===== src/rtl/rms_difference_unit_macros.svh =====
// ----------------------------------------------------------------------------
// rms difference unit assertion macros
// shared concurrent assertion shorthands, clocked on clk_i, gated by rst_ni
// ----------------------------------------------------------------------------
`ifndef RMS_DIFFERENCE_UNIT_MACROS_SVH
`define RMS_DIFFERENCE_UNIT_MACROS_SVH

// same-cycle implication
`define RDU_ASSERT_IMP(label, ante, cons) \
  label: assert property (@(posedge clk_i) disable iff (!rst_ni) (ante) |-> (cons)) \
    else $error("rdu same-cycle check failed");

// next-cycle implication
`define RDU_ASSERT_NXT(label, ante, cons) \
  label: assert property (@(posedge clk_i) disable iff (!rst_ni) (ante) |=> (cons)) \
    else $error("rdu next-cycle check failed");

`endif


===== src/rtl/rdu_pkg.sv =====
// ----------------------------------------------------------------------------
// rdu_pkg
// types and fixed constants of the rms difference unit
// ----------------------------------------------------------------------------
package rdu_pkg;

  localparam int unsigned SampleW = 16;
  localparam int unsigned SumW    = 48;
  localparam int unsigned CountW  = 17;
  localparam int unsigned RmsW    = 24;
  localparam int unsigned QuotW   = 48;
  localparam int unsigned RemW    = 26;
  localparam int unsigned AluW    = 28;

  // restoring divide runs one quotient bit per step, root two radicand bits
  localparam int unsigned DivSteps  = QuotW;
  localparam int unsigned SqrtSteps = RmsW;
  localparam int unsigned StepW     = $clog2(DivSteps);

  // accumulated vector handed to the divide/root engine
  typedef struct packed {
    logic [SumW-1:0]   sum;
    logic [CountW-1:0] count;
    logic              ovf;
  } job_t;

  // finished result from the engine
  typedef struct packed {
    logic [RmsW-1:0]   rms;
    logic [CountW-1:0] count;
    logic              ovf;
  } result_t;

endpackage


===== src/rtl/rdu_if.sv =====
// ----------------------------------------------------------------------------
// rdu channel interfaces
// valid/ready channels for sample pairs and rms results
// ----------------------------------------------------------------------------
interface rdu_in_if;
  logic               valid;
  logic               ready;
  logic signed [15:0] sample_a;
  logic signed [15:0] sample_b;
  logic               last;

  modport source (output valid, sample_a, sample_b, last, input ready);
  modport sink   (input valid, sample_a, sample_b, last, output ready);
endinterface

interface rdu_out_if;
  logic        valid;
  logic        ready;
  logic [23:0] rms_q8;
  logic [16:0] pair_count;
  logic        too_long;

  modport source (output valid, rms_q8, pair_count, too_long, input ready);
  modport sink   (input valid, rms_q8, pair_count, too_long, output ready);
endinterface


===== src/rtl/rdu_cmpsub.sv =====
// ----------------------------------------------------------------------------
// rdu_cmpsub
// shared compare-and-subtract unit used by the divide and root steps
// ----------------------------------------------------------------------------
module rdu_cmpsub (
  input  logic [rdu_pkg::AluW-1:0] a_i,
  input  logic [rdu_pkg::AluW-1:0] b_i,
  output logic [rdu_pkg::AluW-1:0] diff_o,
  output logic                     ge_o
);

  logic [rdu_pkg::AluW:0] full;

  // one wide subtract, borrow gives the compare
  assign full   = {1'b0, a_i} - {1'b0, b_i};
  assign diff_o = full[rdu_pkg::AluW-1:0];
  assign ge_o   = ~full[rdu_pkg::AluW];

endmodule


===== src/rtl/rdu_accum.sv =====
// ----------------------------------------------------------------------------
// rdu_accum
// squared-difference accumulator with pair count and overflow flag
// ----------------------------------------------------------------------------
module rdu_accum #(
  parameter int unsigned MaxItems = 65536
) (
  input  logic                 clk_i,
  input  logic                 rst_ni,
  input  logic                 take_i,
  input  logic signed [15:0]   sample_a_i,
  input  logic signed [15:0]   sample_b_i,
  input  logic                 last_i,
  output rdu_pkg::job_t        job_o
);

  logic [rdu_pkg::SumW-1:0]   sum_q, sum_d;
  logic [rdu_pkg::CountW-1:0] count_q, count_d;
  logic                       ovf_q, ovf_d;
  logic [16:0]                diff;
  logic [16:0]                mag_full;
  logic [15:0]                mag;
  logic [31:0]                sq;
  logic                       full;

  // exact 17-bit difference and its magnitude
  assign diff     = {sample_a_i[15], sample_a_i} - {sample_b_i[15], sample_b_i};
  assign mag_full = diff[16] ? (~diff + 17'd1) : diff;
  assign mag      = mag_full[15:0];
  assign sq       = 32'(mag) * 32'(mag);

  // pairs past the limit are dropped and flagged
  assign full = (count_q == rdu_pkg::CountW'(MaxItems));

  assign job_o.sum   = full ? sum_q : sum_q + rdu_pkg::SumW'(sq);
  assign job_o.count = full ? count_q : count_q + 1'b1;
  assign job_o.ovf   = ovf_q | full;

  // clear after the last pair, otherwise keep the running totals
  always_comb begin
    sum_d   = sum_q;
    count_d = count_q;
    ovf_d   = ovf_q;
    if (take_i) begin
      if (last_i) begin
        sum_d   = '0;
        count_d = '0;
        ovf_d   = 1'b0;
      end else begin
        sum_d   = job_o.sum;
        count_d = job_o.count;
        ovf_d   = job_o.ovf;
      end
    end
  end

  always_ff @(posedge clk_i or negedge rst_ni) begin
    if (!rst_ni) begin
      sum_q   <= '0;
      count_q <= '0;
      ovf_q   <= 1'b0;
    end else begin
      sum_q   <= sum_d;
      count_q <= count_d;
      ovf_q   <= ovf_d;
    end
  end

endmodule


===== src/rtl/rdu_engine.sv =====
// ----------------------------------------------------------------------------
// rdu_engine
// sequencer for the restoring divide and the integer square root,
// both stepping through one shared compare-and-subtract unit
// ----------------------------------------------------------------------------
module rdu_engine (
  input  logic               clk_i,
  input  logic               rst_ni,
  input  logic               start_i,
  input  rdu_pkg::job_t      job_i,
  input  logic               load_i,
  output logic               idle_o,
  output logic               done_o,
  output rdu_pkg::result_t   res_o
);

  localparam logic [1:0] StIdle = 2'd0;
  localparam logic [1:0] StDiv  = 2'd1;
  localparam logic [1:0] StSqrt = 2'd2;
  localparam logic [1:0] StDone = 2'd3;

  localparam int unsigned AluW = rdu_pkg::AluW;
  localparam int unsigned RemW = rdu_pkg::RemW;
  localparam int unsigned CntW = rdu_pkg::CountW;
  localparam int unsigned QW   = rdu_pkg::QuotW;
  localparam int unsigned RtW  = rdu_pkg::RmsW;
  localparam int unsigned SW   = rdu_pkg::StepW;

  logic [1:0]      state_q, state_d;
  logic [SW-1:0]   step_q, step_d;
  logic [RemW-1:0] rem_q, rem_d;
  logic [QW-1:0]   dvd_q, dvd_d;
  logic [RtW-1:0]  root_q, root_d;
  logic [CntW-1:0] count_q, count_d;
  logic            ovf_q, ovf_d;

  logic [AluW-1:0] alu_a, alu_b, alu_diff;
  logic            alu_ge;

  // operand selection for the shared unit
  always_comb begin
    if (state_q == StSqrt) begin
      alu_a = {rem_q, dvd_q[QW-1 -: 2]};
      alu_b = {2'b00, root_q, 2'b01};
    end else begin
      alu_a = AluW'({rem_q[CntW-1:0], dvd_q[QW-1]});
      alu_b = AluW'(count_q);
    end
  end

  rdu_cmpsub u_cmpsub (
    .a_i    (alu_a),
    .b_i    (alu_b),
    .diff_o (alu_diff),
    .ge_o   (alu_ge)
  );

  // sequencer
  always_comb begin
    state_d = state_q;
    step_d  = step_q;
    rem_d   = rem_q;
    dvd_d   = dvd_q;
    root_d  = root_q;
    count_d = count_q;
    ovf_d   = ovf_q;
    unique case (state_q)
      StIdle: begin
        if (start_i) begin
          // high sum bits are already below the count, so 48 steps suffice
          rem_d   = RemW'(job_i.sum[rdu_pkg::SumW-1:32]);
          dvd_d   = {job_i.sum[31:0], 16'h0000};
          count_d = job_i.count;
          ovf_d   = job_i.ovf;
          step_d  = '0;
          state_d = StDiv;
        end
      end
      StDiv: begin
        rem_d  = alu_ge ? RemW'(alu_diff[CntW-1:0]) : RemW'(alu_a[CntW-1:0]);
        dvd_d  = {dvd_q[QW-2:0], alu_ge};
        step_d = step_q + 1'b1;
        if (step_q == SW'(rdu_pkg::DivSteps - 1)) begin
          step_d  = '0;
          state_d = StSqrt;
        end
      end
      StSqrt: begin
        if (step_q == '0) begin
          // fresh root: remainder of the divide is no longer needed
          rem_d = '0;
        end
        rem_d  = alu_ge ? alu_diff[RemW-1:0] : alu_a[RemW-1:0];
        root_d = {root_q[RtW-2:0], alu_ge};
        dvd_d  = {dvd_q[QW-3:0], 2'b00};
        step_d = step_q + 1'b1;
        if (step_q == SW'(rdu_pkg::SqrtSteps - 1)) begin
          state_d = StDone;
        end
      end
      StDone: begin
        if (load_i) begin
          state_d = StIdle;
        end
      end
      default: state_d = StIdle;
    endcase
    // root and remainder start from zero when the divide finishes
    if (state_q == StDiv && state_d == StSqrt) begin
      rem_d  = '0;
      root_d = '0;
    end
  end

  always_ff @(posedge clk_i or negedge rst_ni) begin
    if (!rst_ni) begin
      state_q <= StIdle;
      step_q  <= '0;
    end else begin
      state_q <= state_d;
      step_q  <= step_d;
    end
  end

  always_ff @(posedge clk_i) begin
    rem_q   <= rem_d;
    dvd_q   <= dvd_d;
    root_q  <= root_d;
    count_q <= count_d;
    ovf_q   <= ovf_d;
  end

  assign idle_o    = (state_q == StIdle);
  assign done_o    = (state_q == StDone);
  assign res_o.rms   = (count_q == '0) ? '0 : root_q;
  assign res_o.count = count_q;
  assign res_o.ovf   = ovf_q;

endmodule


===== src/rtl/rms_difference_unit.sv =====
// ----------------------------------------------------------------------------
// rms_difference_unit
// root mean square difference of two sample vectors, 8 extra fraction bits
// ----------------------------------------------------------------------------
// pair_i takes one pair of signed 16-bit samples per transaction; last marks
// the final pair of a vector. res_o gives one transaction per vector:
// rms_q8 = floor(sqrt(floor(sum * 2^16 / count))), the pair count and a flag
// for pairs dropped past MAX_ITEMS.
// pairs not marked last are taken one per cycle while the engine is idle (one
// 16x16 square and a 48-bit add). after a last pair, ready stays low through
// a 48-step restoring divide, a 24-step square root and the hand-off to the
// output register, all through one shared 28-bit compare-and-subtract unit.
// the result sits in an output register: a stalled receiver does not stop
// accumulation of the next vector; only a second finished result waits
// (ready stays low) until the first is taken.
// reset clears the running sum, count, flag, sequencer and output valid.
// ----------------------------------------------------------------------------
module rms_difference_unit #(
  parameter int unsigned MAX_ITEMS = 65536
) (
  input  logic          clk_i,
  input  logic          rst_ni,
  rdu_in_if.sink        pair_i,
  rdu_out_if.source     res_o
);

  `include "rms_difference_unit_macros.svh"

  logic                    take;
  logic                    eng_idle, eng_done, eng_load;
  rdu_pkg::job_t           job;
  rdu_pkg::result_t        eng_res;
  logic                    out_valid_q, out_valid_d;
  rdu_pkg::result_t        out_q;

  // input transaction
  assign pair_i.ready = eng_idle;
  assign take         = pair_i.valid & pair_i.ready;

  rdu_accum #(
    .MaxItems (MAX_ITEMS)
  ) u_accum (
    .clk_i      (clk_i),
    .rst_ni     (rst_ni),
    .take_i     (take),
    .sample_a_i (pair_i.sample_a),
    .sample_b_i (pair_i.sample_b),
    .last_i     (pair_i.last),
    .job_o      (job)
  );

  rdu_engine u_engine (
    .clk_i   (clk_i),
    .rst_ni  (rst_ni),
    .start_i (take & pair_i.last),
    .job_i   (job),
    .load_i  (eng_load),
    .idle_o  (eng_idle),
    .done_o  (eng_done),
    .res_o   (eng_res)
  );

  // output register, refilled when empty or being drained
  assign eng_load = eng_done & (~out_valid_q | res_o.ready);

  always_comb begin
    out_valid_d = out_valid_q;
    if (res_o.ready) begin
      out_valid_d = 1'b0;
    end
    if (eng_load) begin
      out_valid_d = 1'b1;
    end
  end

  always_ff @(posedge clk_i or negedge rst_ni) begin
    if (!rst_ni) begin
      out_valid_q <= 1'b0;
    end else begin
      out_valid_q <= out_valid_d;
    end
  end

  always_ff @(posedge clk_i) begin
    if (eng_load) begin
      out_q <= eng_res;
    end
  end

  assign res_o.valid      = out_valid_q;
  assign res_o.rms_q8     = out_q.rms;
  assign res_o.pair_count = out_q.count;
  assign res_o.too_long   = out_q.ovf;

  // checks
  `RDU_ASSERT_NXT(a_busy_after_last, take && pair_i.last, !pair_i.ready)
  `RDU_ASSERT_IMP(a_count_nonzero, res_o.valid, res_o.pair_count != 17'd0)
  `RDU_ASSERT_IMP(a_flag_at_limit, res_o.valid && res_o.too_long,
                  res_o.pair_count == 17'(MAX_ITEMS))
  `RDU_ASSERT_IMP(a_rms_bound, res_o.valid, res_o.rms_q8 <= 24'd16776960)

endmodule

===== src/flat_wrapper.sv =====
// flat-port wrapper written by rule: the top's interface ports become plain ports
module rms_difference_unit_flat 
#(
  parameter int unsigned MAX_ITEMS = 65536
)
  (clk_i, rst_ni, pair_i_valid, pair_i_sample_a, pair_i_sample_b, pair_i_last, pair_i_ready, res_o_valid, res_o_rms_q8, res_o_pair_count, res_o_too_long, res_o_ready);
  rdu_in_if pair_i_i ();
  rdu_out_if res_o_i ();
  input  logic clk_i;
  input  logic rst_ni;
  input wire logic [$bits(pair_i_i.valid)-1:0] pair_i_valid;
  input wire logic [$bits(pair_i_i.sample_a)-1:0] pair_i_sample_a;
  input wire logic [$bits(pair_i_i.sample_b)-1:0] pair_i_sample_b;
  input wire logic [$bits(pair_i_i.last)-1:0] pair_i_last;
  output wire logic [$bits(pair_i_i.ready)-1:0] pair_i_ready;
  output wire logic [$bits(res_o_i.valid)-1:0] res_o_valid;
  output wire logic [$bits(res_o_i.rms_q8)-1:0] res_o_rms_q8;
  output wire logic [$bits(res_o_i.pair_count)-1:0] res_o_pair_count;
  output wire logic [$bits(res_o_i.too_long)-1:0] res_o_too_long;
  input wire logic [$bits(res_o_i.ready)-1:0] res_o_ready;
  assign pair_i_i.valid = pair_i_valid;
  assign pair_i_i.sample_a = pair_i_sample_a;
  assign pair_i_i.sample_b = pair_i_sample_b;
  assign pair_i_i.last = pair_i_last;
  assign pair_i_ready = pair_i_i.ready;
  assign res_o_valid = res_o_i.valid;
  assign res_o_rms_q8 = res_o_i.rms_q8;
  assign res_o_pair_count = res_o_i.pair_count;
  assign res_o_too_long = res_o_i.too_long;
  assign res_o_i.ready = res_o_ready;
  rms_difference_unit #(.MAX_ITEMS(MAX_ITEMS)) u_core (.clk_i(clk_i), .rst_ni(rst_ni), .pair_i(pair_i_i), .res_o(res_o_i));
endmodule

===== config.mk =====
export PLATFORM = sky130hd
export DESIGN_NAME = rms_difference_unit_flat
export DESIGN_NICKNAME = d
export VERILOG_FILES = /design/src/rtl/rdu_pkg.sv /design/src/rtl/rdu_if.sv /design/src/rtl/rdu_cmpsub.sv /design/src/rtl/rdu_accum.sv /design/src/rtl/rdu_engine.sv /design/src/rtl/rms_difference_unit.sv /design/src/flat_wrapper.sv
export VERILOG_INCLUDE_DIRS = /design/src /design/src/rtl
export SDC_FILE = /design/constraint.sdc
export NUM_CORES = 1
export LEC_CHECK = 0
export BUFFER_PORTS_ARGS = -buffer_cell sky130_fd_sc_hd__buf_2
export CAP_MARGIN = 20
export CORE_ASPECT_RATIO = 0.6
export CORE_MARGIN = 3
export CORE_UTILIZATION = 52
export DETAILED_ROUTE_END_ITERATION = 8
export PLACE_DENSITY = 0.69
export SYNTH_ARGS = -nofsm -noshare
export SYNTH_HDL_FRONTEND = slang
export SYNTH_HIERARCHICAL = 1
export SYNTH_SLANG_ARGS = --single-unit

===== constraint.sdc =====
create_clock -name clk_i -period 7.2 [get_ports clk_i]
set_clock_uncertainty 0.2 [all_clocks]
set_input_delay 1.44 -clock clk_i [delete_from_list [all_inputs] [get_ports clk_i]]
set_output_delay 1.44 -clock clk_i [all_outputs]
set_load 0.02 [all_outputs]

==> summary.txt, run 1 <==
Outcome
  • Status: complete, but fails checks
  • Failing checks: setup timing

Yosys
  • Cell count after synthesis: roughly 2400
  • Syn_area_per_cell: 9.33 µm²
  • Synth warn: 6
  • Netlist Area Pre-Place: around 23000 µm²

Floorplan
  • Die H: approximately 170 µm
  • Die W: 276 µm
  • Initial Utilization: 0.535
  • Die ar.: 46500 µm²
  • Core area: 42600 µm²
  • Boundary Pins: 81
  • Placement Rows: 58

Min path
  • Worst Min Path Start: u_core/u_engine/rem_q[16]$_SDFFE_PP0P_
  • Worst Hold Endpoint: u_core/u_engine/rem_q[16]$_SDFFE_PP0P_
  • Worst Hold Class: register to register
  • Hold path depth: 2

Layout
  • Antenna diodes: 0
  • Layout cells sized above 1: 0.364
  • Fin util: 0.704
  • Area Overhead vs Synth: 31.6%
  • Post-route insts no fill: 3472
  • Final instance area: 30000 µm²
  • Final nets: 3278

Critical path
  • RR Startpoint: u_core/u_accum/sum_q[9]$_DFFE_PN0P_
  • Max stage delay on crit path: about 0.54 ns
  • CP top delay family: adder cells
  • Worst reg2reg endpoint: u_core/u_engine/dvd_q[44]$_DFFE_PP_
  • Crit Path Class: primary input to register
  • Reg2Reg Depth: 20
  • Crit path arrival time: 10.03 ns
  • Startpoint types: primary input
  • CP Data Required Time: 7.40 ns
  • Crit path capture type: register
  • Crit path buf inv count: 8
  • Worst path most repeated cell: fa_1
  • Crit-path slowest cell: fa_1
  • Flop-to-flop setup slack: 1.52 ns
  • Critical Path Fanout Max: 4

Detailed routing
  • Antenna Violating Nets Remaining: 0
  • Iteration-0 DRC Markers: 1809
  • Met3 wire len: about 5600 µm
  • Drc violations: 0
  • Detailed-routing wirelength on met1: 30900 µm
  • Top routing layer used: met4
  • Routed wire length on met2: 29400 µm
  • Drt pass-1 iters: 7
  • WL/cell: 19.2 µm
  • Routed WL: 66700 µm
  • Vias per cell: 5.72
  • Via Count: just under 20000

CTS
  • TritonCTS Buffers: 20
  • Clock Path Buffers: 3
  • CTS tree: built
  • CTS root buf: clkbuf_16
  • Clk Latency, worst-skew pair: 0.54 ns
  • CTS sink count: 233
  • H-Tree Depth: 1
  • Clock transition at path regs: ~0.080 ns

Run
  • Max Cap Viol: 0

Placed design
  • Placed Area: about 27000 µm²
  • I/O Buffers: 80
  • # placed instances: 3308
  • GPL Wtd Cong: 0.985
  • Final HPWL DP: 48400 µm

Global routing
  • First-pass GRT wire length: 104000 µm
  • Initial antenna violation count: 0
  • Total grt overflow: 0
  • Number of global-route vias before repair: roughly 20000
  • Total GRT Usage: 0.274
  • Largest net degree at the start of global routing: 69

Timing
  • Endpoints failing hold: 0
  • Worst setup margin: -2.64 ns
  • Period minus WS final: 9.84 ns
  • Setup Viol. Count Final: 85
  • Slew @ Worst Pin: 1.07 ns
  • Fmax: a little over 100 MHz
  • Relative slew slack: 0.286
  • Slew Limit Fails: 0
  • Setup TNS: -173.20 ns
  • Period utilisation layout: 1.37
  • RSZ-0062 raised after global routing: true
-- worst min-delay path, delay by kind of cell, from the launching register on --
family / cells / cell delay, ns
DFF: 1 / 0.32
and+or+nand+nor: 1 / 0.05
AOI/OAI and AO/OA: 1 / 0.05
-- repair_timing --
item / in CTS / in global routing
pin swaps: 159 / 138
hold buffers: 0 / 0
gates resized for setup: 228 / 206
setup buffers: 82 / 67
endpoints found under the setup margin: 85 / 87
-- worst max path at each step --
stage	startpoint	end	cells past startpoint
finish	pair_i_sample_a[0]	u_core/u_engine/rem_q[0]$_SDFFE_PP0P_	37
global route	pair_i_sample_a[0]	u_core/u_engine/rem_q[0]$_SDFFE_PP0P_	37
global placement	pair_i_sample_a[0]	u_core/u_engine/rem_q[8]$_SDFFE_PP0P_	37
floorplan	pair_i_sample_b[5]	u_core/u_engine/rem_q[12]$_SDFFE_PP0P_	33
CTS	pair_i_sample_a[0]	u_core/u_engine/dvd_q[44]$_DFFE_PP_	40
detailed placement	pair_i_sample_a[0]	u_core/u_engine/rem_q[11]$_SDFFE_PP0P_	40
-- layout make-up --
| cell class | count | area, µm² |
|---|---|---|
| clock buffer | 28 | 551 |
| clock inverter | 8 | 57.6 |
| fill | 2966 | 12600 |
| inverter | 412 | 1580 |
| multi-input combinational | 1688 | 16700 |
| sequential | 233 | 6120 |
| tap | 570 | 713 |
| timing repair buffer | 533 | 4260 |
-- through the flow --
step | hold WS [ns] | worst slack [ns]
finish | 0.277 | -2.64
global route | 0.302 | -2.83
CTS | 0.277 | -2.25
detailed placement | 0.268 | -3.43
global placement | 0.254 | -3.16
floorplan | 0.242 | -2.52
-- state kept, by name (all words and copies together) (netlist names) --
name,count
u_core/res_o.pair_count,17
u_core/u_engine/count_q,17
u_core/u_engine/step_q,6
u_core/res_o.valid,1
u_core/u_accum/count_q,17
u_core/u_engine/root_q,24
u_core/res_o.rms_q8,24
u_core/u_accum/sum_q,48
u_core/u_engine/ovf_q,1
u_core/u_engine/state_q,2
u_core/u_engine/dvd_q,48
u_core/u_accum/ovf_q,1
u_core/u_engine/rem_q,26
u_core/res_o.too_long,1
-- cell usage in the layout, fill, tap and decap left out, types with 41 or more instances in the layout --
cell type / n
inv_1: 352
mux2_2: 47
fa_1: 179
nand2_1: 159
a22oi_1: 42
a21oi_1: 110
buf_6: 83
nor2_1: 142
dfxtp_1: 50
ha_1: 127
edfxtp_1: 108
xnor2_1: 46
o21ai_0: 51
inv_2: 52
buf_4: 359
dfrtp_1: 75
buf_2: 78
a21o_1: 41
-- layer usage --
layer	vias up	track usage
li1	9077	-
met1	9908	0.419
met2	785	0.411
met3	85	0.0585
met4	0	0.0360
met5	-	0
Power of run 1 is not shown: default switching activity piles up to over one toggle a cycle in this logic, so the estimate is an artifact.
==> run 2: changes to the inputs <==
--- a/config.mk
+++ b/config.mk
@@ -6,11 +6,12 @@
 export SDC_FILE = /design/constraint.sdc
 export NUM_CORES = 1
 export LEC_CHECK = 0
-export BUFFER_PORTS_ARGS = -buffer_cell sky130_fd_sc_hd__buf_2
+export BUFFER_PORTS_ARGS = -buffer_cell sky130_fd_sc_hd__clkbuf_2
 export CAP_MARGIN = 20
 export CORE_ASPECT_RATIO = 0.6
 export CORE_MARGIN = 3
 export CORE_UTILIZATION = 52
+export CTS_CLUSTER_DIAMETER = 120
 export DETAILED_ROUTE_END_ITERATION = 8
 export PLACE_DENSITY = 0.69
 export SYNTH_ARGS = -nofsm -noshare
==> summary.txt, run 2 (synthesis gave the netlist of run 1 again) <==
Critical path
  • Crit path capture type: register (unchanged)
  • Worst path most repeated cell: fa_1 (unchanged)
  • Critical Path Fanout Max: 4 (unchanged)
  • CP top delay family: adder cells (unchanged)
  • Crit Path Class: primary input to register (unchanged)
  • Crit path buf inv count: 13 (was 8)
  • Max stage delay on crit path: 0.61 ns (was 0.54 ns)
  • CP Data Required Time: 7.25 ns (was 7.40 ns)
  • Startpoint types: primary input (unchanged)
  • Crit path arrival time: 9.84 ns (was 10.03 ns)
  • Crit-path slowest cell: fa_1 (unchanged)

Global routing
  • Largest net degree at the start of global routing: 69 (unchanged)
  • Total GRT Usage: 0.273 (was 0.274)
  • Number of global-route vias before repair: 20066 (was 19969)
  • First-pass GRT wire length: 104000 µm (about the same)
  • Initial antenna violation count: 0 (unchanged)
  • Total grt overflow: 0 (unchanged)

Timing
  • Slew Limit Fails: 0 (unchanged)
  • Slew @ Worst Pin: 1.03 ns (was 1.07 ns)
  • Relative slew slack: 0.311 (was 0.286)
  • Worst setup margin: -2.59 ns (was -2.64 ns)
  • Period minus WS final: 9.79 ns (was 9.84 ns)
  • Fmax: 102 MHz (about the same)
  • RSZ-0062 raised after global routing: true (unchanged)
  • Endpoints failing hold: 0 (unchanged)
  • Period utilisation layout: 1.36 (was 1.37)
  • Setup Viol. Count Final: 87 (was 85)

Floorplan
  • Core area: 42600 µm² (unchanged)
  • Die W: 276 µm (unchanged)
  • Die H: 168 µm (unchanged)
  • Placement Rows: 58 (unchanged)
  • Initial Utilization: 0.535 (unchanged)
  • Boundary Pins: 81 (unchanged)
  • Die ar.: 46500 µm² (unchanged)

Layout
  • Storage element area: 6120 µm² (unchanged)
  • Most common cell after layout, fill and taps aside: buf_4 (unchanged)
  • Fillers: 3013 (was 2966)
  • Final instance area: 30000 µm² (about the same)
  • Most frequent cells in the layout: buf_4, inv_1, fa_1 (unchanged)
  • Layout cells sized above 1: 0.360 (was 0.364)
  • Top flop regs: u_core/u_accum/sum_q (48), u_core/u_engine/dvd_q (48), u_core/u_engine/rem_q (26) (unchanged)
  • Final nets: 3268 (was 3278)
  • Multi-input combinational cell area: 16700 µm² (about the same)
  • Area Overhead vs Synth: 31.6% (about the same)
  • Fin util: 0.704 (about the same)

Outcome
  • Failing checks: setup timing (unchanged)
  • Status: complete, but fails checks (unchanged)

Placed design
  • Final HPWL DP: 48200 µm (was 48400 µm)
  • Pre-CTS WS: -3.58 ns (was -3.43 ns)
  • Placed Area: 26500 µm² (about the same)
  • GPL Wtd Cong: 0.972 (was 0.985)
  • I/O Buffers: 80 (unchanged)

Detailed routing
  • Drt pass-1 iters: 6 (was 7)
  • Routed WL: 66300 µm (was 66700 µm)
  • Vias per cell: 5.70 (was 5.72)
  • WL/cell: 19.1 µm (was 19.2 µm)
  • Antenna Violating Nets Remaining: 0 (unchanged)
  • Via Count: 19762 (was 19855)
  • Drc violations: 0 (unchanged)
  • Iteration-0 DRC Markers: 1501 (was 1809)

CTS
  • CTS sink count: 233 (unchanged)
  • TritonCTS Buffers: 21 (was 20)
  • Clk Latency, worst-skew pair: 0.53 ns (was 0.54 ns)
  • CTS root buf: clkbuf_16 (unchanged)
  • Clock transition at path regs: 0.07 ns (was 0.08 ns)
  • Clock Path Buffers: 3 (unchanged)
  • CTS tree: built (unchanged)
  • H-Tree Depth: 1 (unchanged)

Run
  • Max Cap Viol: 0 (unchanged)

Min path
  • Worst Hold Class: register to register (unchanged)
## run 2: cell types whose count changed in the layout (fill, tap and decap cells not counted), moves of 4 or more
cell,previous run,this run
clkbuf_2,0,78
nand2_2,31,16
buf_6,83,79
inv_1,352,348
nand2_1,159,173
buf_4,359,351
buf_2,78,0
## run 2: what timing repair did
action,4_1_cts,5_1_grt
buffers inserted,83,53
resized for setup,211,215
hold buffers,0,0
pin swaps,131,107
endpoints found under the setup margin,88,87
## run 2: metrics by stage
step	hold WS (ns)	std cells	TNS [ns]
floorplan	0.242	2443	-150.90
global placement	0.252	3298	-225.37
detailed placement	0.240	3299	-243.67
CTS	0.264	3418	-155.07
global route	0.269	3463	-190.39
finish	0.271	3464	-170.07
## run 2: worst reg2reg max path: cells and delay by family (launching register included)
| family | cells | cell delay (ns) |
|---|---|---|
| AND/OR/NAND/NOR | 2 | 0.17 |
| AO/OA/AOI/OAI | 8 | 1.49 |
| adder cells (fa/ha/maj) | 5 | 2.22 |
| buffers and inverters | 7 | 0.65 |
| flip-flops | 1 | 0.37 |
| XOR/XNOR | 1 | 0.14 |
## run 2: worst paths after layout
check / from / to / slack [ns] / depth (start not counted)
worst min-delay path: u_core/u_engine/ovf_q$_DFFE_PP_ / u_core/res_o.too_long$_DFFE_PP_ / 0.27 / 0
min in group asynchronous: rst_ni / u_core/u_accum/count_q[8]$_DFFE_PN0P_ / 0.58 / 1
worst max register to register: u_core/u_accum/sum_q[13]$_DFFE_PN0P_ / u_core/u_engine/dvd_q[40]$_DFFE_PP_ / 1.69 / 23
max in group asynchronous: rst_ni / u_core/u_accum/sum_q[0]$_DFFE_PN0P_ / 5.04 / 2
worst max-delay path: pair_i_sample_a[0] / u_core/u_engine/dvd_q[40]$_DFFE_PP_ / -2.59 / 42
worst min register to register: u_core/u_engine/ovf_q$_DFFE_PP_ / u_core/res_o.too_long$_DFFE_PP_ / 0.27 / 0
## run 2: area by class of cell
class,count,share of cell area
multi-input cells,1688,0.557
flip-flops and latches,233,0.204
repair buffers,522,0.139
inverters,412,0.0529
well taps,570,0.0238
clock buffers,26,0.0188
clock inverters,12,0.00467
diodes,1,0.0000834
## run 2: routing by layer
metal  vias to the layer above  wire, µm  global-route usage
li1                       9080         -                   -
met1                      9892     30300               0.411
met2                       726     29300               0.405
met3                        64      6010              0.0710
met4                         0       684              0.0392
met5                         -         0                   0
Power of run 2 is left out for the same reason.
==> run 3: changes to the inputs <==
--- a/config.mk
+++ b/config.mk
@@ -14,6 +14,7 @@
 export CTS_CLUSTER_DIAMETER = 120
 export DETAILED_ROUTE_END_ITERATION = 8
 export PLACE_DENSITY = 0.69
+export REMOVE_ABC_BUFFERS = 1
 export SYNTH_ARGS = -nofsm -noshare
 export SYNTH_HDL_FRONTEND = slang
 export SYNTH_HIERARCHICAL = 1
==> summary.txt, run 3 (synthesis gave the netlist of run 1 again) <==
Layout
  • Layout cells sized above 1: 0.346 (was 0.360)
  • Multi-input combinational cell area: 16400 µm² (was 16700 µm²)
  • Final instance area: 29500 µm² (was 30000 µm²)
  • Fillers: 3074 (was 3013)
  • Area Overhead vs Synth: 29.3% (was 31.6%)
  • Final nets: 3247 (was 3268)
  • Most common cell after layout, fill and taps aside: inv_1 (was buf_4)
  • Most frequent cells in the layout: inv_1, buf_4, fa_1 (was buf_4, inv_1, fa_1)
  • Fin util: 0.692 (was 0.704)
  • Antenna diodes: 0 (was 1)
  • Storage element area: 6120 µm² (unchanged)
  • Top flop regs: u_core/u_accum/sum_q (48), u_core/u_engine/dvd_q (48), u_core/u_engine/rem_q (26) (unchanged)

Timing
  • Relative slew slack: 0.255 (was 0.311)
  • Setup TNS: -175.90 ns (was -170.07 ns)
  • Slew @ Worst Pin: 1.11 ns (was 1.03 ns)
  • Fmax: 100 MHz (was 102 MHz)
  • Endpoints failing hold: 0 (unchanged)
  • Setup Viol. Count Final: 83 (was 87)
  • Period minus WS final: 9.99 ns (was 9.79 ns)
  • Worst setup margin: -2.79 ns (was -2.59 ns)
  • Slew Limit Fails: 0 (unchanged)
  • RSZ-0062 raised after global routing: true (unchanged)
  • Period utilisation layout: 1.39 (was 1.36)

Global routing
  • Total grt overflow: 0 (unchanged)
  • Initial antenna violation count: 0 (unchanged)
  • Number of global-route vias before repair: 19910 (was 20066)
  • First-pass GRT wire length: 105000 µm (was 104000 µm)
  • Largest net degree at the start of global routing: 69 (unchanged)
  • Total GRT Usage: 0.278 (was 0.273)

Placed design
  • Placed Area: 25800 µm² (was 26500 µm²)
  • GPL Wtd Cong: 0.987 (was 0.972)
  • Final HPWL DP: 48400 µm (was 48200 µm)
  • Pre-CTS WS: -3.85 ns (was -3.58 ns)
  • I/O Buffers: 80 (unchanged)

Critical path
  • Flop-to-flop setup slack: 1.39 ns (was 1.69 ns)
  • Worst path most repeated cell: inv_2 (was fa_1)
  • Worst reg2reg endpoint: u_core/u_engine/dvd_q[44]$_DFFE_PP_ (was u_core/u_engine/dvd_q[40]$_DFFE_PP_)
  • Reg2Reg Depth: 20 (was 23)
  • Crit path capture type: register (unchanged)
  • Crit Path Class: primary input to register (unchanged)
  • Crit path arrival time: 10.18 ns (was 9.84 ns)
  • RR Startpoint: u_core/u_accum/sum_q[9]$_DFFE_PN0P_ (was u_core/u_accum/sum_q[13]$_DFFE_PN0P_)
  • Crit path from: pair_i_sample_b[3] (was pair_i_sample_a[0])
  • Crit path to: u_core/u_engine/rem_q[8]$_SDFFE_PP0P_ (was u_core/u_engine/dvd_q[40]$_DFFE_PP_)
  • Startpoint types: primary input (unchanged)
  • CP Data Required Time: 7.39 ns (was 7.25 ns)
  • Critical Path Fanout Max: 4 (unchanged)
  • Crit-path slowest cell: fa_1 (unchanged)
  • Max stage delay on crit path: 0.57 ns (was 0.61 ns)

Run
  • Max Cap Viol: 0 (unchanged)

Detailed routing
  • Via Count: 19799 (was 19762)
  • WL/cell: 19.4 µm (was 19.1 µm)
  • Routed WL: 66900 µm (was 66300 µm)
  • Antenna Violating Nets Remaining: 0 (unchanged)
  • Iteration-0 DRC Markers: 1858 (was 1501)
  • Drc violations: 0 (unchanged)
  • Drt pass-1 iters: 5 (was 6)
  • Vias per cell: 5.75 (was 5.70)

CTS
  • TritonCTS Buffers: 21 (unchanged)
  • H-Tree Depth: 1 (unchanged)
  • CTS sink count: 233 (unchanged)
  • Clk Latency, worst-skew pair: 0.53 ns (about the same)
  • Clock transition at path regs: 0.08 ns (was 0.07 ns)
  • CTS root buf: clkbuf_16 (unchanged)
  • CTS tree: built (unchanged)
  • Clock Path Buffers: 3 (unchanged)

Floorplan
  • Initial Utilization: 0.535 (unchanged)
  • Core area: 42600 µm² (unchanged)
  • Placement Rows: 58 (unchanged)
  • Boundary Pins: 81 (unchanged)
  • Die W: 276 µm (unchanged)
  • Die H: 168 µm (unchanged)
  • Die ar.: 46500 µm² (unchanged)

Outcome
  • Failing checks: setup timing (unchanged)
  • Status: complete, but fails checks (unchanged)

Min path
  • Worst Hold Class: register to register (unchanged)
run 3: worst min path at each step:
stage	start	endpoint	slack [ns]	cells past startpoint
final	u_core/u_engine/ovf_q$_DFFE_PP_	u_core/res_o.too_long$_DFFE_PP_	0.22	0
after global routing	u_core/u_engine/ovf_q$_DFFE_PP_	u_core/res_o.too_long$_DFFE_PP_	0.25	0
after CTS	u_core/u_engine/ovf_q$_DFFE_PP_	u_core/res_o.too_long$_DFFE_PP_	0.22	0
after detailed placement	u_core/u_engine/ovf_q$_DFFE_PP_	u_core/res_o.too_long$_DFFE_PP_	0.21	0
after global placement	u_core/u_engine/ovf_q$_DFFE_PP_	u_core/res_o.too_long$_DFFE_PP_	0.21	0
after floorplan	u_core/u_engine/ovf_q$_DFFE_PP_	u_core/res_o.too_long$_DFFE_PP_	0.20	0
run 3: worst max-delay path: cells and delay by family:
family / cells / cell delay, ns
fa+ha+maj: 8 / 3.51
simple gates: 8 / 1.26
buf+inv: 14 / 1.37
xor+xnor: 3 / 0.42
compound gates: 9 / 2.14
run 3: final cells by class:
type	instances	share of cell area
multi-input cells	1688	0.557
inverters	412	0.0537
clock buffers	26	0.0191
well taps	570	0.0242
flip-flops and latches	233	0.208
clock inverters	12	0.00352
repair buffers	501	0.135
run 3: what timing repair did:
| action | 4_1_cts | 5_1_grt |
|---|---|---|
| buffers inserted | 77 | 53 |
| setup endpoints to repair | 85 | 87 |
| gates resized for setup | 337 | 200 |
| hold buffers | 0 | 0 |
| pin swaps | 166 | 165 |
run 3: routing by layer:
layer	routed length, µm	up-vias	global-route usage
met4	714	0	0.0284
met2	29100	750	0.410
met3	6190	88	0.0613
li1	-	9035	-
met5	0	-	0
met1	31000	9926	0.431
run 3: through the flow:
step           hold slack (ns)  std cells
2_1_floorplan            0.200       2333
3_3_place_gp             0.207       3299
3_5_place_dp             0.208       3299
4_1_cts                  0.225       3407
5_1_grt                  0.246       3442
6_report                 0.221       3442
Power of run 3 is left out for the same reason.
